## src/design/i2cbm_pkg.sv

```systemverilog
package i2cbm_pkg;

    // Command codes carried in func; code seven has no meaning
    typedef enum logic [2:0] {
        CMD_IDLE     = 3'd0,
        CMD_START    = 3'd1,
        CMD_STOP     = 3'd2,
        CMD_WRITE    = 3'd3,
        CMD_READ     = 3'd4,
        CMD_SEND_ACK = 3'd5,
        CMD_RECV_ACK = 3'd6
    } cmd_t;

    // Func code with no command behind it, ignored like none
    localparam logic [2:0] FUNC_UNUSED = 3'd7;

    localparam logic [2:0] BIT_LAST_BYTE = 3'd7;
    localparam logic [2:0] BIT_LAST_ACK  = 3'd0;

    // Sequencer state carried from tick to tick
    typedef struct packed {
        cmd_t        cmd;
        logic [1:0]  phase;
        logic [2:0]  bit_idx;
        logic [7:0]  shift;
        logic        scl;
        logic        sda;
        logic        ack_bit;
        logic [7:0]  rx_byte;
    } seq_state_t;

    // One tick's input fields
    typedef struct packed {
        logic [2:0]  func;
        logic [7:0]  tx_data;
        logic        ack_level;
        logic        sda_sample;
    } tick_in_t;

endpackage

```

## src/design/i2cbm_step.sv

```systemverilog
module i2cbm_step
(
    input  i2cbm_pkg::seq_state_t cur,
    input  i2cbm_pkg::tick_in_t   tick,
    output i2cbm_pkg::seq_state_t nxt,
    output logic                  done
);

    logic       take_cmd;
    logic       is_byte;
    logic [2:0] last_bit;

    // Accept a command only while idle; code seven is ignored like none
    assign take_cmd = (cur.cmd == i2cbm_pkg::CMD_IDLE)
                   && (tick.func != 3'(i2cbm_pkg::CMD_IDLE))
                   && (tick.func != i2cbm_pkg::FUNC_UNUSED);

    always_comb
    begin
        nxt      = cur;
        done     = 1'b0;
        is_byte  = 1'b0;
        last_bit = i2cbm_pkg::BIT_LAST_ACK;

        // Load the new command; its first step runs on this same tick
        if (take_cmd)
        begin
            nxt.cmd     = i2cbm_pkg::cmd_t'(tick.func);
            nxt.phase   = 2'd0;
            nxt.bit_idx = 3'd0;
            if (tick.func == 3'(i2cbm_pkg::CMD_WRITE))
                nxt.shift = tick.tx_data;
            else if (tick.func == 3'(i2cbm_pkg::CMD_SEND_ACK))
                nxt.shift = {tick.ack_level, 7'd0};
            else
                nxt.shift = 8'd0;
        end

        unique case (nxt.cmd)
            i2cbm_pkg::CMD_IDLE:
            begin
            end
            i2cbm_pkg::CMD_START:
            begin
                case (nxt.phase)
                    2'd0: nxt.sda = 1'b1;
                    2'd1: nxt.scl = 1'b1;
                    2'd2: nxt.sda = 1'b0;
                    default: nxt.scl = 1'b0;
                endcase
                if (nxt.phase == 2'd3)
                begin
                    nxt.cmd     = i2cbm_pkg::CMD_IDLE;
                    nxt.phase   = 2'd0;
                    nxt.bit_idx = 3'd0;
                    done        = 1'b1;
                end
                else
                    nxt.phase = nxt.phase + 2'd1;
            end
            i2cbm_pkg::CMD_STOP:
            begin
                case (nxt.phase)
                    2'd0: nxt.sda = 1'b0;
                    2'd1: nxt.scl = 1'b1;
                    default: nxt.sda = 1'b1;
                endcase
                if (nxt.phase[1])
                begin
                    nxt.cmd     = i2cbm_pkg::CMD_IDLE;
                    nxt.phase   = 2'd0;
                    nxt.bit_idx = 3'd0;
                    done        = 1'b1;
                end
                else
                    nxt.phase = nxt.phase + 2'd1;
            end
            i2cbm_pkg::CMD_WRITE, i2cbm_pkg::CMD_READ,
            i2cbm_pkg::CMD_SEND_ACK, i2cbm_pkg::CMD_RECV_ACK:
            begin
                // Bit cell: set SDA, release SCL, then sample and pull SCL low
                is_byte  = (nxt.cmd == i2cbm_pkg::CMD_WRITE)
                        || (nxt.cmd == i2cbm_pkg::CMD_READ);
                last_bit = is_byte ? i2cbm_pkg::BIT_LAST_BYTE : i2cbm_pkg::BIT_LAST_ACK;
                if (nxt.phase == 2'd0)
                begin
                    if ((nxt.cmd == i2cbm_pkg::CMD_WRITE)
                        || (nxt.cmd == i2cbm_pkg::CMD_SEND_ACK))
                        nxt.sda = nxt.shift[7];
                    else
                        nxt.sda = 1'b1;
                    nxt.phase = 2'd1;
                end
                else if (nxt.phase == 2'd1)
                begin
                    nxt.scl   = 1'b1;
                    nxt.phase = 2'd2;
                end
                else
                begin
                    nxt.shift = {nxt.shift[6:0],
                                 (nxt.cmd == i2cbm_pkg::CMD_READ) & tick.sda_sample};
                    if (nxt.cmd == i2cbm_pkg::CMD_RECV_ACK)
                        nxt.ack_bit = tick.sda_sample;
                    nxt.scl = 1'b0;
                    if (nxt.bit_idx >= last_bit)
                    begin
                        if (nxt.cmd == i2cbm_pkg::CMD_READ)
                            nxt.rx_byte = nxt.shift;
                        nxt.cmd     = i2cbm_pkg::CMD_IDLE;
                        nxt.phase   = 2'd0;
                        nxt.bit_idx = 3'd0;
                        done        = 1'b1;
                    end
                    else
                    begin
                        nxt.bit_idx = nxt.bit_idx + 3'd1;
                        nxt.phase   = 2'd0;
                    end
                end
            end
            default:
            begin
                nxt.cmd = i2cbm_pkg::CMD_IDLE;
            end
        endcase
    end

endmodule

```

## src/design/i2c_bit_level_master.sv

```systemverilog
// Each accepted input transaction has its result on m_tdata in the next cycle.
// One transaction per cycle while the result side drains; each tick is a single pass through
// the step logic between the sequencer state register and the output register.
// Reset (rst_n low, asynchronous): master idle, SCL and SDA released,
// received byte zero, ack bit one, no result pending.
module i2c_bit_level_master
(
    input  logic        clk,
    input  logic        rst_n,
    input  logic        s_tvalid,
    output logic        s_tready,
    input  logic [15:0] s_tdata,  // func[2:0], tx_data[10:3], ack_level[11], sda_sample[12]
    output logic        m_tvalid,
    input  logic        m_tready,
    output logic [15:0] m_tdata   // scl_level[0], sda_level[1], busy_res[2], done_res[3],
                                  // rx_data[11:4], ack_seen[12]
);

    i2cbm_pkg::seq_state_t state_reg;
    i2cbm_pkg::seq_state_t state_next;
    i2cbm_pkg::tick_in_t   tick;
    logic                  step_done;
    logic                  in_fire;
    logic                  out_valid_reg;
    logic [15:0]           out_data_reg;

    // Unpack the input transaction
    assign tick.func       = s_tdata[2:0];
    assign tick.tx_data    = s_tdata[10:3];
    assign tick.ack_level  = s_tdata[11];
    assign tick.sda_sample = s_tdata[12];

    // Take a tick whenever the output register is empty or being drained
    assign s_tready = !out_valid_reg || m_tready;
    assign in_fire  = s_tvalid && s_tready;

    i2cbm_step u_step
    (
        .cur  (state_reg),
        .tick (tick),
        .nxt  (state_next),
        .done (step_done)
    );

    // Advance the sequencer on each accepted tick
    always_ff @(posedge clk or negedge rst_n)
    begin
        if (!rst_n)
        begin
            state_reg.cmd     <= i2cbm_pkg::CMD_IDLE;
            state_reg.phase   <= 2'd0;
            state_reg.bit_idx <= 3'd0;
            state_reg.shift   <= 8'd0;
            state_reg.scl     <= 1'b1;
            state_reg.sda     <= 1'b1;
            state_reg.ack_bit <= 1'b1;
            state_reg.rx_byte <= 8'd0;
        end
        else if (in_fire)
        begin
            state_reg <= state_next;
        end
    end

    // Hold the result until the downstream side takes it
    always_ff @(posedge clk or negedge rst_n)
    begin
        if (!rst_n)
            out_valid_reg <= 1'b0;
        else if (in_fire)
            out_valid_reg <= 1'b1;
        else if (m_tready)
            out_valid_reg <= 1'b0;
    end

    always_ff @(posedge clk)
    begin
        if (in_fire)
            out_data_reg <= {3'd0, state_next.ack_bit, state_next.rx_byte, step_done,
                             (state_next.cmd != i2cbm_pkg::CMD_IDLE),
                             state_next.sda, state_next.scl};
    end

    assign m_tvalid = out_valid_reg;
    assign m_tdata  = out_data_reg;

endmodule

```

## config.mk

```make
export PLATFORM = sky130hd
export DESIGN_NAME = i2c_bit_level_master
export DESIGN_NICKNAME = d
export VERILOG_FILES = /design/src/design/i2cbm_pkg.sv /design/src/design/i2cbm_step.sv /design/src/design/i2c_bit_level_master.sv
export SDC_FILE = /design/constraint.sdc
export NUM_CORES = 1
export LEC_CHECK = 0
export BUFFER_PORTS_ARGS = -buffer_cell sky130_fd_sc_hd__buf_4
export CAP_MARGIN = 0
export CELL_PAD_IN_SITES_DETAIL_PLACEMENT = 1
export CELL_PAD_IN_SITES_GLOBAL_PLACEMENT = 2
export CORE_ASPECT_RATIO = 1.25
export CORE_MARGIN = 4
export CORE_UTILIZATION = 39
export CTS_CLUSTER_SIZE = 14
export DETAILED_ROUTE_END_ITERATION = 10
export GPL_TIMING_DRIVEN = 0
export HOLD_SLACK_MARGIN = 0.12
export PLACE_DENSITY_LB_ADDON = 0.1
export SYNTH_ARGS = -nofsm -noshare
export SYNTH_HDL_FRONTEND = slang
export SYNTH_SLANG_ARGS = --single-unit
```

## constraint.sdc

```tcl
create_clock -name clk -period 7.5 [get_ports clk]
set_clock_uncertainty 0.05 [all_clocks]
set_input_delay 1.5 -clock clk [delete_from_list [all_inputs] [get_ports clk]]
set_output_delay 1.5 -clock clk [all_outputs]
set_load 0.01 [all_outputs]
```

==> results_dict.tcl, run 1 <==
set metrics [dict create \
    status "finished clean" \
    final_max_slew_viol_count 0 \
    antenna_found_initial 0 \
    first_pass_iters 4 \
    synth_area_per_cell_sq_um 9.48 \
    max_stage_delay_ns 0.47 \
    synth_area_leaders "dfrtp_1 (23%), edfxtp_1 (15%), mux2_2 (7.6%)" \
    period_minus_slack_ns 4.87 \
    required_ns 7.51 \
    area_delta_synth_final_pct 17.2 \
    grt_pass1_vias 2414 \
    crit_type "primary input to register" \
    synth_area_sq_um 2680 \
    synth_flop_cell "dfrtp_1" \
    drv_cap 0 \
    finalSetupTns_ns 0 \
    crit_chain "buf_4 > buf_2 > buf_2 > buf_1 > o21ai_0 > a21oi_1 > inv_1 > ha_1 > nor2b_1 > o21ai_0 > nand2_1 > nor2_2 > mux2_2" \
    synthTopCellsByCount "nand2_1 (35), dfrtp_1 (25), o21ai_0 (20)" \
    wirelength_mm 7.59 \
    rsz0062_at_grt "no" \
    dp_hpwl_mm 5.70 \
    core_area_sq_um 6610 \
    yosys.cell_types.count 56 \
    p_per_area_nw_per_um2 396 \
    ys_seq_area_share_pct 40.8 \
    num_rows 33 \
    synthDominantCellAreaShare_pct 23.3 \
    yosysWarningCount 0 \
    ctsHoldBuffers 0 \
    cts.htree.levels 2 \
    worst_pin_slew_ns 1.20 \
    grt_start_max_net_pins 29 \
    vias 2259 \
    startpoint "s_tdata[2]" \
    utilization_pct 47.6 \
    die_h_um 101 \
    clock.fmax_mhz 205 \
    die_x_um 82.2 \
    vias_per_cell 5.50 \
    die_area_sq_um 8280 \
    hold_viol_final 0 \
    syn_inst 283 \
    drt-wirelength-per-cell_um 18.5 \
    min-delay-start "state_reg[9]$_DFFE_PN1P_" \
    synth.most_common_cell "nand2_1" \
    drive_gt1_share_pct 25.9 \
    nFillCells 772 \
    cts.reportedPaths.clkPinSlew_ns 0.08 \
    start_util_pct 40.6 \
    setup_viol 0 \
    port_buffers 31 \
    cts_setup_buffers 0 \
    clockBufferDepth 2 \
    root_buffer "clkbuf_8" \
    critPathSlowestCell "o21ai_0" \
    place_congestion 0.838 \
    worst_setup_path_end_kind "register" \
    clock_latency_ns 0.30 \
    cts-resized-gates 0 \
    startpoint_type "primary input" \
    hold_class "register to register" \
    drc 0 \
    clock-sinks 41 \
    p_leak_uw 0.00141 \
    cts_inserted_buffers 5 \
    path_max_fanout 10 \
    largest_reg_flops 27 \
    overflow 0 \
    synthArstFlopShare_pct 68.3 \
    grtUsageTotal_pct 20.0 \
    grt_pass1_wl_mm 12.5 \
    r2r-start "state_reg[24]$_DFFE_PN0P_" \
    relSlewSlack_pct 20.3 \
    drt_iter0_drc 111 \
    synth_edf_count 13 \
    cp_data_arrival_time_ns 4.88 \
    n_antenna_cell 0 \
    synth-seq-cells 41 \
    post-synth-top-area-cell "dfrtp_1" \
    vdd_drop_max_v 0.000129 \
    ant_nets 0 \
    fin_crit_sh_pct 65.0 \
    tritoncts "done" \
    pin_count 38 \
    layout.nets 351 \
]
[area by class of cell]
cell class	count	area [sq um]	area share, %
Inverter	18	67.6	2.15
Multi-Input combinational cell	207	1430	45.4
Clock buffer	5	68.8	2.19
Sequential cell	41	1090	34.8
Timing Repair Buffer	31	233	7.40
Buffer	19	101	3.22
Clock inverter	3	43.8	1.39
Tap cell	87	109	3.46
[critical path: cells and delay by family]
kind	cells	cell delay, ns
multiplexers	1	0.40
buffers and inverters	5	0.98
AND/OR/NAND/NOR	3	0.74
adder cells (fa/ha/maj)	1	0.28
AO/OA/AOI/OAI	3	0.97
[cell usage in the layout, fill, tap and decap left out, types with 4 or more instances in the layout]
cell      count
a31oi_1       8
nand2_1      35
nand3_1       7
a22o_1        8
o21ai_0      20
buf_4        34
nand2b_1      4
o31ai_1       7
and2_1        6
edfxtp_1     13
dfrtp_1      25
clkbuf_1      5
ha_1          8
clkbuf_8      5
mux2i_1       9
mux2_2       18
buf_2         9
inv_1        18
a21oi_1       7
nor2_1       15
[where the power goes]
group / total (uW) / switching [uW] / internal (uW)
clock: 186 / 85.7 / 99.9
combinational: 688 / 417 / 271
sequential: 371 / 48.0 / 323
total: 1240 / 550 / 694
[routing by layer]
layer	part of all wire, %	global-route usage [%]	vias to the layer above
li1	-	-	1105
met1	42	24.2	1112
met2	53	35.5	30
met3	2.6	2.95	12
met4	2.2	6.52	0
met5	0	0	-
[worst paths after layout]
kind                       cells past startpoint  slack (ns)                       end
max                                           13        2.63      m_tdata[5]$_DFFE_PP_
min                                            2        0.44  state_reg[9]$_DFFE_PN1P_
max reg2reg                                   11        3.60      m_tdata[5]$_DFFE_PP_
min reg2reg                                    2        0.44  state_reg[9]$_DFFE_PN1P_
max in group asynchronous                      1        6.00  state_reg[8]$_DFFE_PN1P_
min in group asynchronous                      1        1.06      m_tvalid$_DFFE_PN0P_
[per-stage QoR]
| stage | total power (uW) | area, sq um | setup WS [ns] | instances | hold slack (ns) |
|---|---|---|---|---|---|
| 4_1_cts | 1250 | 3140 | 2.64 | 411 | 0.451 |
| 5_1_grt | 1350 | 3140 | 2.29 | 411 | 0.485 |
| 6_report | 1240 | 3140 | 2.63 | 411 | 0.444 |
| 3_3_place_gp | 1050 | 3030 | 2.34 | 403 | 0.426 |
| 2_1_floorplan | 859 | 2690 | 3.28 | 285 | 0.409 |
| 3_5_place_dp | 1070 | 3030 | 2.33 | 403 | 0.442 |
[kinds of logic (layout without fill, tap and decap cells)]
family          after synthesis  after routing  share of synthesized area, %
compound gates               77             77                          20.1
xor+xnor                      1              1                         0.327
fa+ha+maj                     8              8                          3.73
buf+inv                      37             76                          6.30
flops                        41             41                          40.8
mux                          27             27                          10.9
other cells                   1              3                         0.140
simple gates                 91             91                          17.7
No activity file was read; power rests on OpenSTA's default activity.
==> run 2: changes to the inputs <==
--- a/config.mk
+++ b/config.mk
@@ -11,7 +11,7 @@
 export CELL_PAD_IN_SITES_GLOBAL_PLACEMENT = 2
 export CORE_ASPECT_RATIO = 1.25
 export CORE_MARGIN = 4
-export CORE_UTILIZATION = 39
+export CORE_UTILIZATION = 32
 export CTS_CLUSTER_SIZE = 14
 export DETAILED_ROUTE_END_ITERATION = 10
 export GPL_TIMING_DRIVEN = 0
==> constraint.sdc (replaced) <==
create_clock -name clk -period 4.43 [get_ports clk]
set_clock_uncertainty 0.05 [all_clocks]
set_input_delay 0.886 -clock clk [delete_from_list [all_inputs] [get_ports clk]]
set_output_delay 0.886 -clock clk [all_outputs]
set_load 0.01 [all_outputs]
==> results_dict.tcl, run 2 (synthesis gave the netlist of run 1 again) <==
set metrics [dict create \
    status "finished clean" \
    drive_gt1_share_pct 25.9 \
    rrSetupSlack_ns 0.61 \
    clock-sinks 41 \
    worst_pin_slew_ns 1.21 \
    antenna_found_initial 0 \
    cp_data_arrival_time_ns 3.95 \
    drt-wirelength-per-cell_um 18.7 \
    die_h_um 110 \
    cts-resized-gates 0 \
    nFillCells 959 \
    ctsHoldBuffers 0 \
    setup_viol 0 \
    die_area_sq_um 9920 \
    hold_viol_final 0 \
    drt_iter0_drc 106 \
    largest_reg_flops 27 \
    wirelength_mm 7.86 \
    relSlewSlack_pct 19.7 \
    final_cell_mix "nand2_1 (35), buf_4 (34), dfrtp_1 (25), o21ai_0 (19)" \
    p_per_area_nw_per_um2 669 \
    worstRegToRegCells 11 \
    crit_type "primary input to register" \
    path_max_fanout 10 \
    cts.reportedPaths.clkPinSlew_ns 0.09 \
    pre_cts_ws_ns -0.188 \
    startpoint "s_tdata[2]" \
    overflow 0 \
    dp.cells 413 \
    port_buffers 31 \
    design_area_sq_um 3160 \
    ant_nets 0 \
    finalSetupTns_ns 0 \
    vias_per_cell 5.31 \
    r2r-start "state_reg[24]$_DFFE_PN0P_" \
    num_rows 37 \
    period_minus_slack_ns 3.94 \
    n_antenna_cell 0 \
    fin_ws_ns 0.488 \
    hold_class "register to register" \
    drc 0 \
    cts.htree.levels 2 \
    r2r_end "state_reg[1]$_DFFE_PN0P_" \
    grt_pass1_vias 2349 \
    place_area_sq_um 3040 \
    drv_cap 0 \
    vdd_drop_max_v 0.000201 \
    place_congestion 0.844 \
    grt_start_max_net_pins 29 \
    clock.fmax_mhz 254 \
    core_area_sq_um 8190 \
    first_pass_iters 4 \
    vias 2235 \
    startpoint_type "primary input" \
    dp_hpwl_mm 5.86 \
    worst_setup_path_end_kind "register" \
    cts_inserted_buffers 5 \
    required_ns 4.44 \
    endpoint "m_tdata[11]$_DFFE_PP_" \
    fin_crit_sh_pct 89.0 \
    area_delta_synth_final_pct 17.9 \
    multi_input_area_sq_um 1430 \
    instances_no_fill 421 \
    p_leak_uw 0.00141 \
    root_buffer "clkbuf_8" \
    grt_pass1_wl_mm 12.8 \
    seqCellArea_sq_um 1090 \
    layout_commonest_cell "nand2_1" \
    final_max_slew_viol_count 0 \
    rsz0062_at_grt "no" \
    clockBufferDepth 2 \
    clock_latency_ns 0.30 \
    layout.nets 351 \
    pin_count 38 \
    grtUsageTotal_pct 16.6 \
    tritoncts "done" \
    start_util_pct 32.7 \
    cts_setup_buffers 0 \
    die_x_um 89.9 \
]
[run 2: cell counts in the layout (fill, tap and decap cells not counted)]
No cell type changed its count.
[run 2: critical path: stages]
cell and delay (ns):
buf_4 0.08, buf_2 0.19, buf_2 0.26, buf_1 0.40, o21ai_0 0.24, a21oi_1 0.26, inv_1 0.07, ha_1 0.19
nor2b_1 0.14, o21ai_1 0.31, nand2_1 0.23, nor2_4 0.30, mux2_2 0.38
[run 2: power breakdown]
group | leakage, uW | internal [uW] | switching [uW] | total (uW)
clock | 0.0000585 | 169 | 153 | 322
combinational | 0.000859 | 459 | 708 | 1170
sequential | 0.000490 | 547 | 78.9 | 626
total | 0.00141 | 1180 | 939 | 2110
[run 2: through the flow]
step	utilization, %	power, uW	hold slack, ns
final	38.6	2110	0.443
after global routing	38.6	2310	0.463
after CTS	38.5	2140	0.448
after floorplan	-	1450	0.409
after global placement	37.2	1800	0.434
after detailed placement	37.2	1810	0.434
[run 2: cell type report]
| class | instances | share of cell area (%) |
|---|---|---|
| repair buffers | 31 | 7.36 |
| multi-input cells | 207 | 45.3 |
| clock inverters | 3 | 1.39 |
| flip-flops and latches | 41 | 34.6 |
| well taps | 97 | 3.84 |
| inverters | 18 | 2.14 |
| clock buffers | 5 | 2.18 |
| plain buffers | 19 | 3.21 |
[run 2: how the worst min path moves through the flow]
stage                                  start                         to  slack, ns  cells past startpoint
global route                           rst_n  state_reg[18]$_DFFE_PN0P_       0.46                      1
finish              state_reg[9]$_DFFE_PN1P_   state_reg[9]$_DFFE_PN1P_       0.44                      2
detailed placement  state_reg[9]$_DFFE_PN1P_   state_reg[9]$_DFFE_PN1P_       0.43                      2
global placement    state_reg[9]$_DFFE_PN1P_   state_reg[9]$_DFFE_PN1P_       0.43                      2
floorplan           state_reg[9]$_DFFE_PN1P_   state_reg[9]$_DFFE_PN1P_       0.41                      2
CTS                 state_reg[9]$_DFFE_PN1P_   state_reg[9]$_DFFE_PN1P_       0.45                      2
[run 2: metal layers]
| layer | up-vias | GRT usage, % | share of wire [%] |
|---|---|---|---|
| met4 | 0 | 5.36 | 1.7 |
| met3 | 9 | 2.58 | 2.5 |
| met5 | - | 0 | 0 |
| met2 | 29 | 31.4 | 53 |
| li1 | 1109 | - | - |
| met1 | 1088 | 19.4 | 43 |
